--- config.mk ---
export PLATFORM = sky130hd
export DESIGN_NAME = file_block_allocator
export DESIGN_NICKNAME = d
export VERILOG_FILES = /design/src/hdl/fba_pkg.sv /design/src/hdl/fba_ram.sv /design/src/hdl/file_block_allocator.sv
export SDC_FILE = /design/constraint.sdc
export NUM_CORES = 1
export LEC_CHECK = 0
export BUFFER_PORTS_ARGS = -buffer_cell sky130_fd_sc_hd__buf_2
export CORE_MARGIN = 3
export CORE_UTILIZATION = 58
export DETAILED_ROUTE_END_ITERATION = 10
export GPL_TIMING_DRIVEN = 1
export MAX_ROUTING_LAYER = met4
export PLACE_DENSITY = 0.75
export SLEW_MARGIN = 25
export SYNTH_ARGS = -nofsm -noshare
export SYNTH_HDL_FRONTEND = slang
export SYNTH_SLANG_ARGS = --single-unit
--- constraint.sdc ---
create_clock -name clk -period 18.5 [get_ports clk]
set_input_delay 5.55 -clock clk [delete_from_list [all_inputs] [get_ports clk]]
set_output_delay 5.55 -clock clk [all_outputs]
set_load 0.005 [all_outputs]
--- src/hdl/fba_pkg.sv ---
// Shared types and constants for the file block allocator.
// Used by file_block_allocator; depends on nothing else.

package fba_pkg;

    // Default geometry, handed to the top level as parameter defaults
    localparam int BLOCKS_DEF    = 64;
    localparam int MAX_FILES_DEF = 256;

    // Fixed field widths
    localparam int SIZE_W   = 22;                 // size_kb
    localparam int BS_W     = 16;                 // block_size_kb
    localparam int BU_W     = 7;                  // blocks_in_use
    localparam int FID_W    = 8;                  // file_id
    localparam int FIRST_W  = 6;                  // first_block
    localparam int TAKEN_W  = 7;                  // blocks_taken
    localparam int NEED_W   = SIZE_W + 1;         // block count, index block included
    localparam int STEP_W   = $clog2(SIZE_W);     // divider step counter
    localparam int CFG_IX_W = 2;

    // Commands
    localparam logic CMD_ALLOC = 1'b0;
    localparam logic CMD_WIPE  = 1'b1;

    // Allocation modes
    localparam logic [1:0] MODE_CONTIG  = 2'd0;
    localparam logic [1:0] MODE_LINKED  = 2'd1;
    localparam logic [1:0] MODE_INDEXED = 2'd2;

    // Configuration register indexes
    localparam logic [CFG_IX_W-1:0] REG_ALLOC_MODE    = 2'd0;
    localparam logic [CFG_IX_W-1:0] REG_BLOCK_SIZE_KB = 2'd1;
    localparam logic [CFG_IX_W-1:0] REG_BLOCKS_IN_USE = 2'd2;

    // Status codes
    localparam logic STATUS_OK   = 1'b0;
    localparam logic STATUS_FAIL = 1'b1;

    typedef enum logic [2:0] {
        ST_IDLE,
        ST_DIV,
        ST_NEED,
        ST_SCAN_C,
        ST_MARK,
        ST_SCAN_L,
        ST_RESULT
    } fba_state_t;

endpackage

--- src/hdl/fba_ram.sv ---
// Generic single-port-write, single-port-read RAM with registered read data.
// Depends on nothing; instanced by file_block_allocator for the owner table.

module fba_ram #(
    parameter int WIDTH = 8,
    parameter int DEPTH = 64
) (
    input  logic                     clk,
    input  logic                     wr_en,
    input  logic [$clog2(DEPTH)-1:0] wr_addr,
    input  logic [WIDTH-1:0]         wr_data,
    input  logic [$clog2(DEPTH)-1:0] rd_addr,
    output logic [WIDTH-1:0]         rd_data
);

    logic [WIDTH-1:0] mem [DEPTH];

    always_ff @(posedge clk)
    begin
        if (wr_en)
        begin
            mem[wr_addr] <= wr_data;
        end
        rd_data <= mem[rd_addr];
    end

endmodule

--- src/hdl/file_block_allocator.sv ---
// File block allocator: keeps a used/free map of disk blocks and grants blocks to files.
// Uses fba_pkg for types and constants and fba_ram for the block owner table.
//
// Channels: an input channel (in_valid / in_stall) carries cmd, file_id and size_kb; an
// output channel (out_valid / out_stall) returns status, first_block and blocks_taken,
// one result per item. A separate write port (cfg_valid / cfg_ready, cfg_index, cfg_data)
// sets alloc_mode, block_size_kb and blocks_in_use; it is always ready. The user is to write it
// only while the block is idle; the block itself does not enforce this.
// Flow: a wipe, or an allocate with a bad file id or mode, goes from the transfer to the
// result state and loads its result from there, after which the next item can be taken. An
// allocate runs a restoring divider (one quotient bit per cycle) to turn KB into blocks,
// rounds up, walks the block map one entry per cycle (a contiguous grant then passes a
// mark state) and goes to the result state, which loads the result. There is no new item
// until then: one item is in work at a time; in_stall is high from
// the transfer until the result is loaded into the output register.
// Reset clears the whole map (every block free) and sets mode 0, block size 1 and 64
// managed blocks; the owner table is left as it is. When out_stall holds the result in
// the output register, the next item may still be taken and worked on, and its result
// waits until the output register is free.

module file_block_allocator
    import fba_pkg::*;
#(
    parameter int BLOCKS    = BLOCKS_DEF,
    parameter int MAX_FILES = MAX_FILES_DEF
) (
    input  logic                            clk,
    input  logic                            rst_n,
    // input channel
    input  logic                            in_valid,
    output logic                            in_stall,
    input  logic                            cmd,
    input  logic [fba_pkg::FID_W-1:0]       file_id,
    input  logic [fba_pkg::SIZE_W-1:0]      size_kb,
    // output channel
    output logic                            out_valid,
    input  logic                            out_stall,
    output logic                            status,
    output logic [fba_pkg::FIRST_W-1:0]     first_block,
    output logic [fba_pkg::TAKEN_W-1:0]     blocks_taken,
    // configuration write port
    input  logic                            cfg_valid,
    output logic                            cfg_ready,
    input  logic [fba_pkg::CFG_IX_W-1:0]    cfg_index,
    input  logic [fba_pkg::BS_W-1:0]        cfg_data
);

    localparam int IDX_W = $clog2(BLOCKS);
    localparam int CNT_W = $clog2(BLOCKS + 1);

    fba_state_t              state_reg, state_next;

    logic [1:0]              mode_reg, mode_next;
    logic [BS_W-1:0]         bs_reg, bs_next;
    logic [BU_W-1:0]         bu_reg, bu_next;

    logic [BLOCKS-1:0]       map_reg, map_next;
    logic [BLOCKS-1:0]       pend_reg, pend_next;

    logic [FID_W-1:0]        fid_reg, fid_next;
    logic [SIZE_W-1:0]       quo_reg, quo_next;
    logic [BS_W-1:0]         rem_reg, rem_next;
    logic [STEP_W-1:0]       step_reg, step_next;
    logic [NEED_W-1:0]       need_reg, need_next;

    logic [CNT_W-1:0]        i_reg, i_next;
    logic [CNT_W-1:0]        run_reg, run_next;
    logic [CNT_W-1:0]        taken_reg, taken_next;
    logic [IDX_W-1:0]        first_reg, first_next;
    logic [IDX_W-1:0]        last_reg, last_next;

    logic                    res_status_reg, res_status_next;
    logic [FIRST_W-1:0]      res_first_reg, res_first_next;
    logic [TAKEN_W-1:0]      res_taken_reg, res_taken_next;

    logic                    out_valid_reg, out_valid_next;
    logic                    status_reg, status_next;
    logic [FIRST_W-1:0]      first_block_reg, first_block_next;
    logic [TAKEN_W-1:0]      blocks_taken_reg, blocks_taken_next;

    // combinational helpers
    logic [CNT_W-1:0]        count;
    logic [BS_W-1:0]         bs_eff;
    logic [BS_W:0]           div_trial;
    logic                    div_bit;
    logic [IDX_W-1:0]        scan_idx;
    logic                    cur_free;
    logic [CNT_W-1:0]        run_inc;
    logic [31:0]             first_wide;
    logic                    ram_we;
    logic [IDX_W-1:0]        ram_addr;

    // managed block count, clamped to the map depth
    always_comb
    begin
        if ({{(32 - BU_W){1'b0}}, bu_reg} > 32'(BLOCKS))
        begin
            count = CNT_W'(BLOCKS);
        end
        else
        begin
            count = CNT_W'(bu_reg);
        end
    end

    assign bs_eff     = (bs_reg == '0) ? BS_W'(1) : bs_reg;
    assign div_trial  = {rem_reg, quo_reg[SIZE_W-1]};
    assign div_bit    = (div_trial >= {1'b0, bs_eff});
    assign scan_idx   = i_reg[IDX_W-1:0];
    assign cur_free   = !map_reg[scan_idx];
    assign run_inc    = cur_free ? (run_reg + CNT_W'(1)) : '0;
    assign first_wide = 32'(first_reg);
    assign ram_addr   = first_reg;

    always_comb
    begin
        state_next        = state_reg;
        mode_next         = mode_reg;
        bs_next           = bs_reg;
        bu_next           = bu_reg;
        map_next          = map_reg;
        pend_next         = pend_reg;
        fid_next          = fid_reg;
        quo_next          = quo_reg;
        rem_next          = rem_reg;
        step_next         = step_reg;
        need_next         = need_reg;
        i_next            = i_reg;
        run_next          = run_reg;
        taken_next        = taken_reg;
        first_next        = first_reg;
        last_next         = last_reg;
        res_status_next   = res_status_reg;
        res_first_next    = res_first_reg;
        res_taken_next    = res_taken_reg;
        out_valid_next    = out_valid_reg;
        status_next       = status_reg;
        first_block_next  = first_block_reg;
        blocks_taken_next = blocks_taken_reg;
        ram_we            = 1'b0;

        if (cfg_valid)
        begin
            case (cfg_index)
                REG_ALLOC_MODE:    mode_next = cfg_data[1:0];
                REG_BLOCK_SIZE_KB: bs_next   = cfg_data;
                REG_BLOCKS_IN_USE: bu_next   = cfg_data[BU_W-1:0];
                default:           ;
            endcase
        end

        // drop the held result once the receiver takes it
        if (out_valid_reg && !out_stall)
        begin
            out_valid_next = 1'b0;
        end

        case (state_reg)
            ST_IDLE:
            begin
                if (in_valid)
                begin
                    fid_next        = file_id;
                    quo_next        = size_kb;
                    rem_next        = '0;
                    step_next       = '0;
                    res_first_next  = '0;
                    res_taken_next  = '0;
                    if (cmd == CMD_WIPE)
                    begin
                        map_next        = '0;
                        res_status_next = STATUS_OK;
                        state_next      = ST_RESULT;
                    end
                    else if ((32'(file_id) >= 32'(MAX_FILES)) || (mode_reg > MODE_INDEXED))
                    begin
                        res_status_next = STATUS_FAIL;
                        state_next      = ST_RESULT;
                    end
                    else
                    begin
                        state_next = ST_DIV;
                    end
                end
            end

            ST_DIV:
            begin
                // one quotient bit per cycle
                if (div_bit)
                begin
                    rem_next = BS_W'(div_trial - {1'b0, bs_eff});
                end
                else
                begin
                    rem_next = div_trial[BS_W-1:0];
                end
                quo_next  = {quo_reg[SIZE_W-2:0], div_bit};
                step_next = step_reg + STEP_W'(1);
                if (step_reg == STEP_W'(SIZE_W - 1))
                begin
                    state_next = ST_NEED;
                end
            end

            ST_NEED:
            begin
                // round up, and add the index block in indexed mode
                need_next = NEED_W'(quo_reg) + NEED_W'(rem_reg != '0)
                          + NEED_W'(mode_reg == MODE_INDEXED);
                i_next     = '0;
                run_next   = '0;
                taken_next = '0;
                first_next = '0;
                pend_next  = '0;
                if (mode_reg == MODE_CONTIG)
                begin
                    if (need_next == '0)
                    begin
                        res_status_next = STATUS_OK;
                        state_next      = ST_RESULT;
                    end
                    else
                    begin
                        state_next = ST_SCAN_C;
                    end
                end
                else
                begin
                    state_next = ST_SCAN_L;
                end
            end

            ST_SCAN_C:
            begin
                if (i_reg == count)
                begin
                    res_status_next = STATUS_FAIL;
                    state_next      = ST_RESULT;
                end
                else
                begin
                    run_next = run_inc;
                    if (NEED_W'(run_inc) == need_reg)
                    begin
                        first_next = IDX_W'(i_reg + CNT_W'(1) - need_reg[CNT_W-1:0]);
                        last_next  = scan_idx;
                        state_next = ST_MARK;
                    end
                    else
                    begin
                        i_next = i_reg + CNT_W'(1);
                    end
                end
            end

            ST_MARK:
            begin
                for (int j = 0; j < BLOCKS; j++)
                begin
                    if ((IDX_W'(j) >= first_reg) && (IDX_W'(j) <= last_reg))
                    begin
                        map_next[j] = 1'b1;
                    end
                end
                ram_we          = 1'b1;
                res_status_next = STATUS_OK;
                res_first_next  = first_wide[FIRST_W-1:0];
                res_taken_next  = need_reg[TAKEN_W-1:0];
                state_next      = ST_RESULT;
            end

            ST_SCAN_L:
            begin
                if (NEED_W'(taken_reg) == need_reg)
                begin
                    // commit the gathered blocks
                    map_next        = map_reg | pend_reg;
                    ram_we          = (taken_reg != '0);
                    res_status_next = STATUS_OK;
                    res_first_next  = first_wide[FIRST_W-1:0];
                    res_taken_next  = TAKEN_W'(taken_reg);
                    state_next      = ST_RESULT;
                end
                else if (i_reg == count)
                begin
                    res_status_next = STATUS_FAIL;
                    state_next      = ST_RESULT;
                end
                else
                begin
                    if (cur_free)
                    begin
                        pend_next[scan_idx] = 1'b1;
                        if (taken_reg == '0)
                        begin
                            first_next = scan_idx;
                        end
                        taken_next = taken_reg + CNT_W'(1);
                    end
                    i_next = i_reg + CNT_W'(1);
                end
            end

            ST_RESULT:
            begin
                // hold until the output register is free
                if (!out_valid_reg || !out_stall)
                begin
                    out_valid_next    = 1'b1;
                    status_next       = res_status_reg;
                    first_block_next  = res_first_reg;
                    blocks_taken_next = res_taken_reg;
                    state_next        = ST_IDLE;
                end
            end

            default:
            begin
                state_next = ST_IDLE;
            end
        endcase
    end

    always_ff @(posedge clk or negedge rst_n)
    begin
        if (!rst_n)
        begin
            state_reg     <= ST_IDLE;
            mode_reg      <= MODE_CONTIG;
            bs_reg        <= BS_W'(1);
            bu_reg        <= BU_W'(64);
            map_reg       <= '0;
            out_valid_reg <= 1'b0;
        end
        else
        begin
            state_reg     <= state_next;
            mode_reg      <= mode_next;
            bs_reg        <= bs_next;
            bu_reg        <= bu_next;
            map_reg       <= map_next;
            out_valid_reg <= out_valid_next;
        end
    end

    always_ff @(posedge clk)
    begin
        pend_reg         <= pend_next;
        fid_reg          <= fid_next;
        quo_reg          <= quo_next;
        rem_reg          <= rem_next;
        step_reg         <= step_next;
        need_reg         <= need_next;
        i_reg            <= i_next;
        run_reg          <= run_next;
        taken_reg        <= taken_next;
        first_reg        <= first_next;
        last_reg         <= last_next;
        res_status_reg   <= res_status_next;
        res_first_reg    <= res_first_next;
        res_taken_reg    <= res_taken_next;
        status_reg       <= status_next;
        first_block_reg  <= first_block_next;
        blocks_taken_reg <= blocks_taken_next;
    end

    // owner of each file's head or index block
    fba_ram #(
        .WIDTH (FID_W),
        .DEPTH (BLOCKS)
    ) u_owner_ram (
        .clk     (clk),
        .wr_en   (ram_we),
        .wr_addr (ram_addr),
        .wr_data (fid_reg),
        .rd_addr (ram_addr),
        .rd_data ()
    );

    assign in_stall     = (state_reg != ST_IDLE);
    assign cfg_ready    = 1'b1;
    assign out_valid    = out_valid_reg;
    assign status       = status_reg;
    assign first_block  = first_block_reg;
    assign blocks_taken = blocks_taken_reg;

    // a failed allocation reports no blocks
    a_fail_empty: assert property (@(posedge clk) disable iff (!rst_n)
        (out_valid && (status == STATUS_FAIL)) |-> ((first_block == '0) && (blocks_taken == '0)))
        else $error("failed allocation reports blocks");

    // the divider remainder stays below the block size
    a_rem_bound: assert property (@(posedge clk) disable iff (!rst_n)
        (state_reg == ST_DIV) |-> (rem_reg < bs_eff))
        else $error("divider remainder out of range");

    // the gather pass never takes more blocks than are managed
    a_taken_bound: assert property (@(posedge clk) disable iff (!rst_n)
        (state_reg == ST_SCAN_L) |-> ((taken_reg <= i_reg) && (i_reg <= count)))
        else $error("gather pass overran the managed blocks");

    // a new result is loaded only when the previous one has gone
    a_no_overwrite: assert property (@(posedge clk) disable iff (!rst_n)
        (out_valid && out_stall) |=> (out_valid && $stable(status) && $stable(first_block)))
        else $error("held result overwritten");

endmodule
==> flow_summary_export.csv <==
group,metric,value,unit
finish,layout-drive-gt1-share,0.141,
critical_path,timing.rr.start,"i_reg[0]$_SDFFCE_PN0P_",
logic_synthesis,syn_area_per_cell,10.2,um^2
global_routing,grt_start_max_net_pins,72,
clock_network,numCtsBuffers,31,
clock_network,cts_sinks,284,
logic_synthesis,synth_top_family_by_area,"simple AND/OR/NAND/NOR gates",
drt,wl_met3,3.87,mm
die,fp.dieH,170,um
logic_synthesis,synthSimpleGateAreaFrac,0.164,
critical_path,worst-endpoint-required,12.95,ns
worst_hold_path,hp-start,"res_first_reg[2]$_SDFFCE_PN0P_",
sta,period_share,0.409,
finish,fin_util,0.658,
critical_path,crit_type,"reg -> out",
logic_synthesis,synth-edff-count,191,
place,pre_cts_slack,10.44,ns
flow_run,max_cap_viol_count,0,
global_routing,grt_antenna_before_repair,1,
sta,tns,0,ns
critical_path,cp-start-kind,"flip-flop",
logic_synthesis,synth-xor-area-share,0.0372,
drt,maxUsedRoutingLayer,"met4",
clock_network,cts_setup_buffers,0,
status,status,"finished, final reports clean",
sta,relSlewSlack,0.305,
drt,drt-met1-wl,16.7,mm
finish,area_delta_synth_final,10.4,%
drt,met2_length,18.8,mm
logic_synthesis,synth.yosys.seq_area_share,0.515,
finish,final_common_cell,"nor2_1",
power,power,3.01,mW
drt,avgRoutedWirePerCell,21.4,um
clock_network,post_cts_resized,0,
logic_synthesis,yosysUniqueCellTypes,85,
global_routing,grt_first_pass_wirelength,65.6,mm
power,p_leak,6.73,nW
die,dieArea,29000,um^2
clock_network,clk_path_buf_depth,3,
drt,avgViaCountPerCell,6.53,
global_routing,grt.total_usage,0.290,
finish,fin_nets,1641,
finish,multi_input_area,7100,um^2
sta,finalSetupViolCount,0,
global_routing,grt_overflow,0,
logic_synthesis,synth_seq_cells,284,
finish,layout_common_cells,"233 x nor2_1, 191 x edfxtp_1, 167 x a21oi_1",
logic_synthesis,synthesis.area,15700,um^2
logic_synthesis,syn_inst,1539,
drt,ant_nets,0,
logic_synthesis,synthArstFlopShare,0.327,
logic_synthesis,synth_compound_area_frac,0.152,
sta,drv_slew,0,
sta,min_period,7.57,ns
logic_synthesis,ys.flop_type,"edfxtp_1",
drt,drcViolationCount,0,
sta,timing.fmax,132,MHz
critical_path,critPathLaunch,"state_reg[0]$_DFFE_PN0P_",
die,boundaryPins,71,
die,start_util,0.596,
drt,drt_iter0_drc,1543,
logic_synthesis,syn_nets,1624,
place,dp.final_hpwl,27.0,mm
clock_network,path_clk_slew,0.06,ns
critical_path,crit_path_end_kind,"output port",
place,gp_congestion,0.964,
logic_synthesis,synthAdderAreaFrac,0.0262,
critical_path,cp.arrival,2.02,ns
die,num_rows,59,
sta,holdWs,0.418,ns
drt,firstDrtPassIters,8,
die,core,26300,um^2
clock_network,tritoncts,"yes",
clock_network,h-tree-depth,1,
sta,rsz0062_at_grt,"no",
logic_synthesis,synthMuxAreaShare,0.0689,
place,port_buffers,61,
clock_network,postCtsHoldBufs,0,
drt,wirelength,40.9,mm
sta,setup_ws,10.93,ns
finish,nFillCells,2022,
power,powerDensity,174,nW/um^2
power,peakVddDrop,0.0970,mV
sta,tightest_slew,1.04,ns
clock_network,cts_root_buf,"clkbuf_16",
critical_path,path_max_fanout,56,
drt,vias,12500,
logic_synthesis,ys_warn_count,0,
sta,finalHoldViolCount,0,
clock_network,insertion_delay,0.56,ns
worst_hold_path,hold_path.class,"reg -> reg",
global_routing,grt_pass1_vias,12100,
sta,fin_skew,0.0159,ns
die,die_width,170,um
finish,seq_area,8070,um^2
## path summary, 6_finish.rpt
path                                       endpoint  slack, ns  depth (start not counted)
max                                        in_stall      10.93                          2
min                        first_block[2]$_DFFE_PP_       0.42                          0
max reg2reg                  i_reg[2]$_SDFFCE_PN0P_      14.09                          9
min reg2reg                first_block[2]$_DFFE_PP_       0.42                          0
max in group asynchronous     bs_reg[8]$_DFFE_PN0P_      12.52                          3
min in group asynchronous   map_reg[21]$_DFFE_PN0P_       4.91                          1
## worst max-delay path: stages, from the launching register on
cell and delay, ns:
dfrtp_4 0.74, or3_1 0.56, buf_2 0.18
## metrics by stage
stage               cells  cell area (um^2)
floorplan            1539             15700
global route         1916             17300
finish               1916             17300
global placement     1857             16200
CTS                  1914             17300
detailed placement   1857             16200
## cells in the mapped netlist (all sizes together), types with 9 or more instances
cell type / number / area [um^2]
nor2: 233 / 875
edfxtp: 191 / 5740
a21oi: 167 / 836
nand2: 112 / 420
dfrtp: 91 / 2280
clkbuf: 69 / 259
o21ai: 69 / 345
mux2: 51 / 574
inv: 43 / 161
nand3: 39 / 195
xnor2: 38 / 333
mux2i: 34 / 340
buf: 31 / 144
ha: 28 / 350
xor2: 26 / 228
nor4: 24 / 171
nor3: 23 / 120
a32o: 18 / 180
and3: 18 / 113
a21o: 17 / 128
nand4: 13 / 81.3
nand2b: 12 / 75.1
o31ai: 12 / 90.1
or3: 12 / 75.1
nor3b: 11 / 109
a31oi: 10 / 75.1
a211oi: 9 / 67.6
and2: 9 / 56.3
nor2b: 9 / 56.3
or2: 9 / 56.3
## cells by family (layout without fill, tap and decap cells)
group | count (synthesis) | in the layout
AOI/OAI and AO/OA | 379 | 379
adders and majority gates | 31 | 31
and+or+nand+nor | 543 | 543
xor gates and xnor gates | 65 | 65
buffers and inverters | 144 | 185
DFF | 284 | 284
muxes | 92 | 92
other | 1 | 2
## power by group
group / internal (mW) / total (mW) / leakage (nW) / switching, mW
Combinational: 0.430 / 1.17 / 3.23 / 0.737
Sequential: 0.986 / 1.21 / 3.00 / 0.226
Clock: 0.376 / 0.630 / 0.501 / 0.254
Total: 1.79 / 3.01 / 6.73 / 1.22
## final cells by class
| class | count | area share |
|---|---|---|
| diodes | 1 | 0.000145 |
| flip-flops and latches | 284 | 0.467 |
| well taps | 335 | 0.0242 |
| clock buffers | 41 | 0.0488 |
| inverters | 44 | 0.00955 |
| clock inverters | 16 | 0.0117 |
| multi-input cells | 1111 | 0.410 |
| repair buffers | 84 | 0.0285 |
## metal layers
metal	vias up	global-route usage
met4	0	0.0977
met2	686	0.448
met5	-	-
met3	143	0.0472
li1	5694	-
met1	5993	0.395
Power figures use the tool's default switching activity.
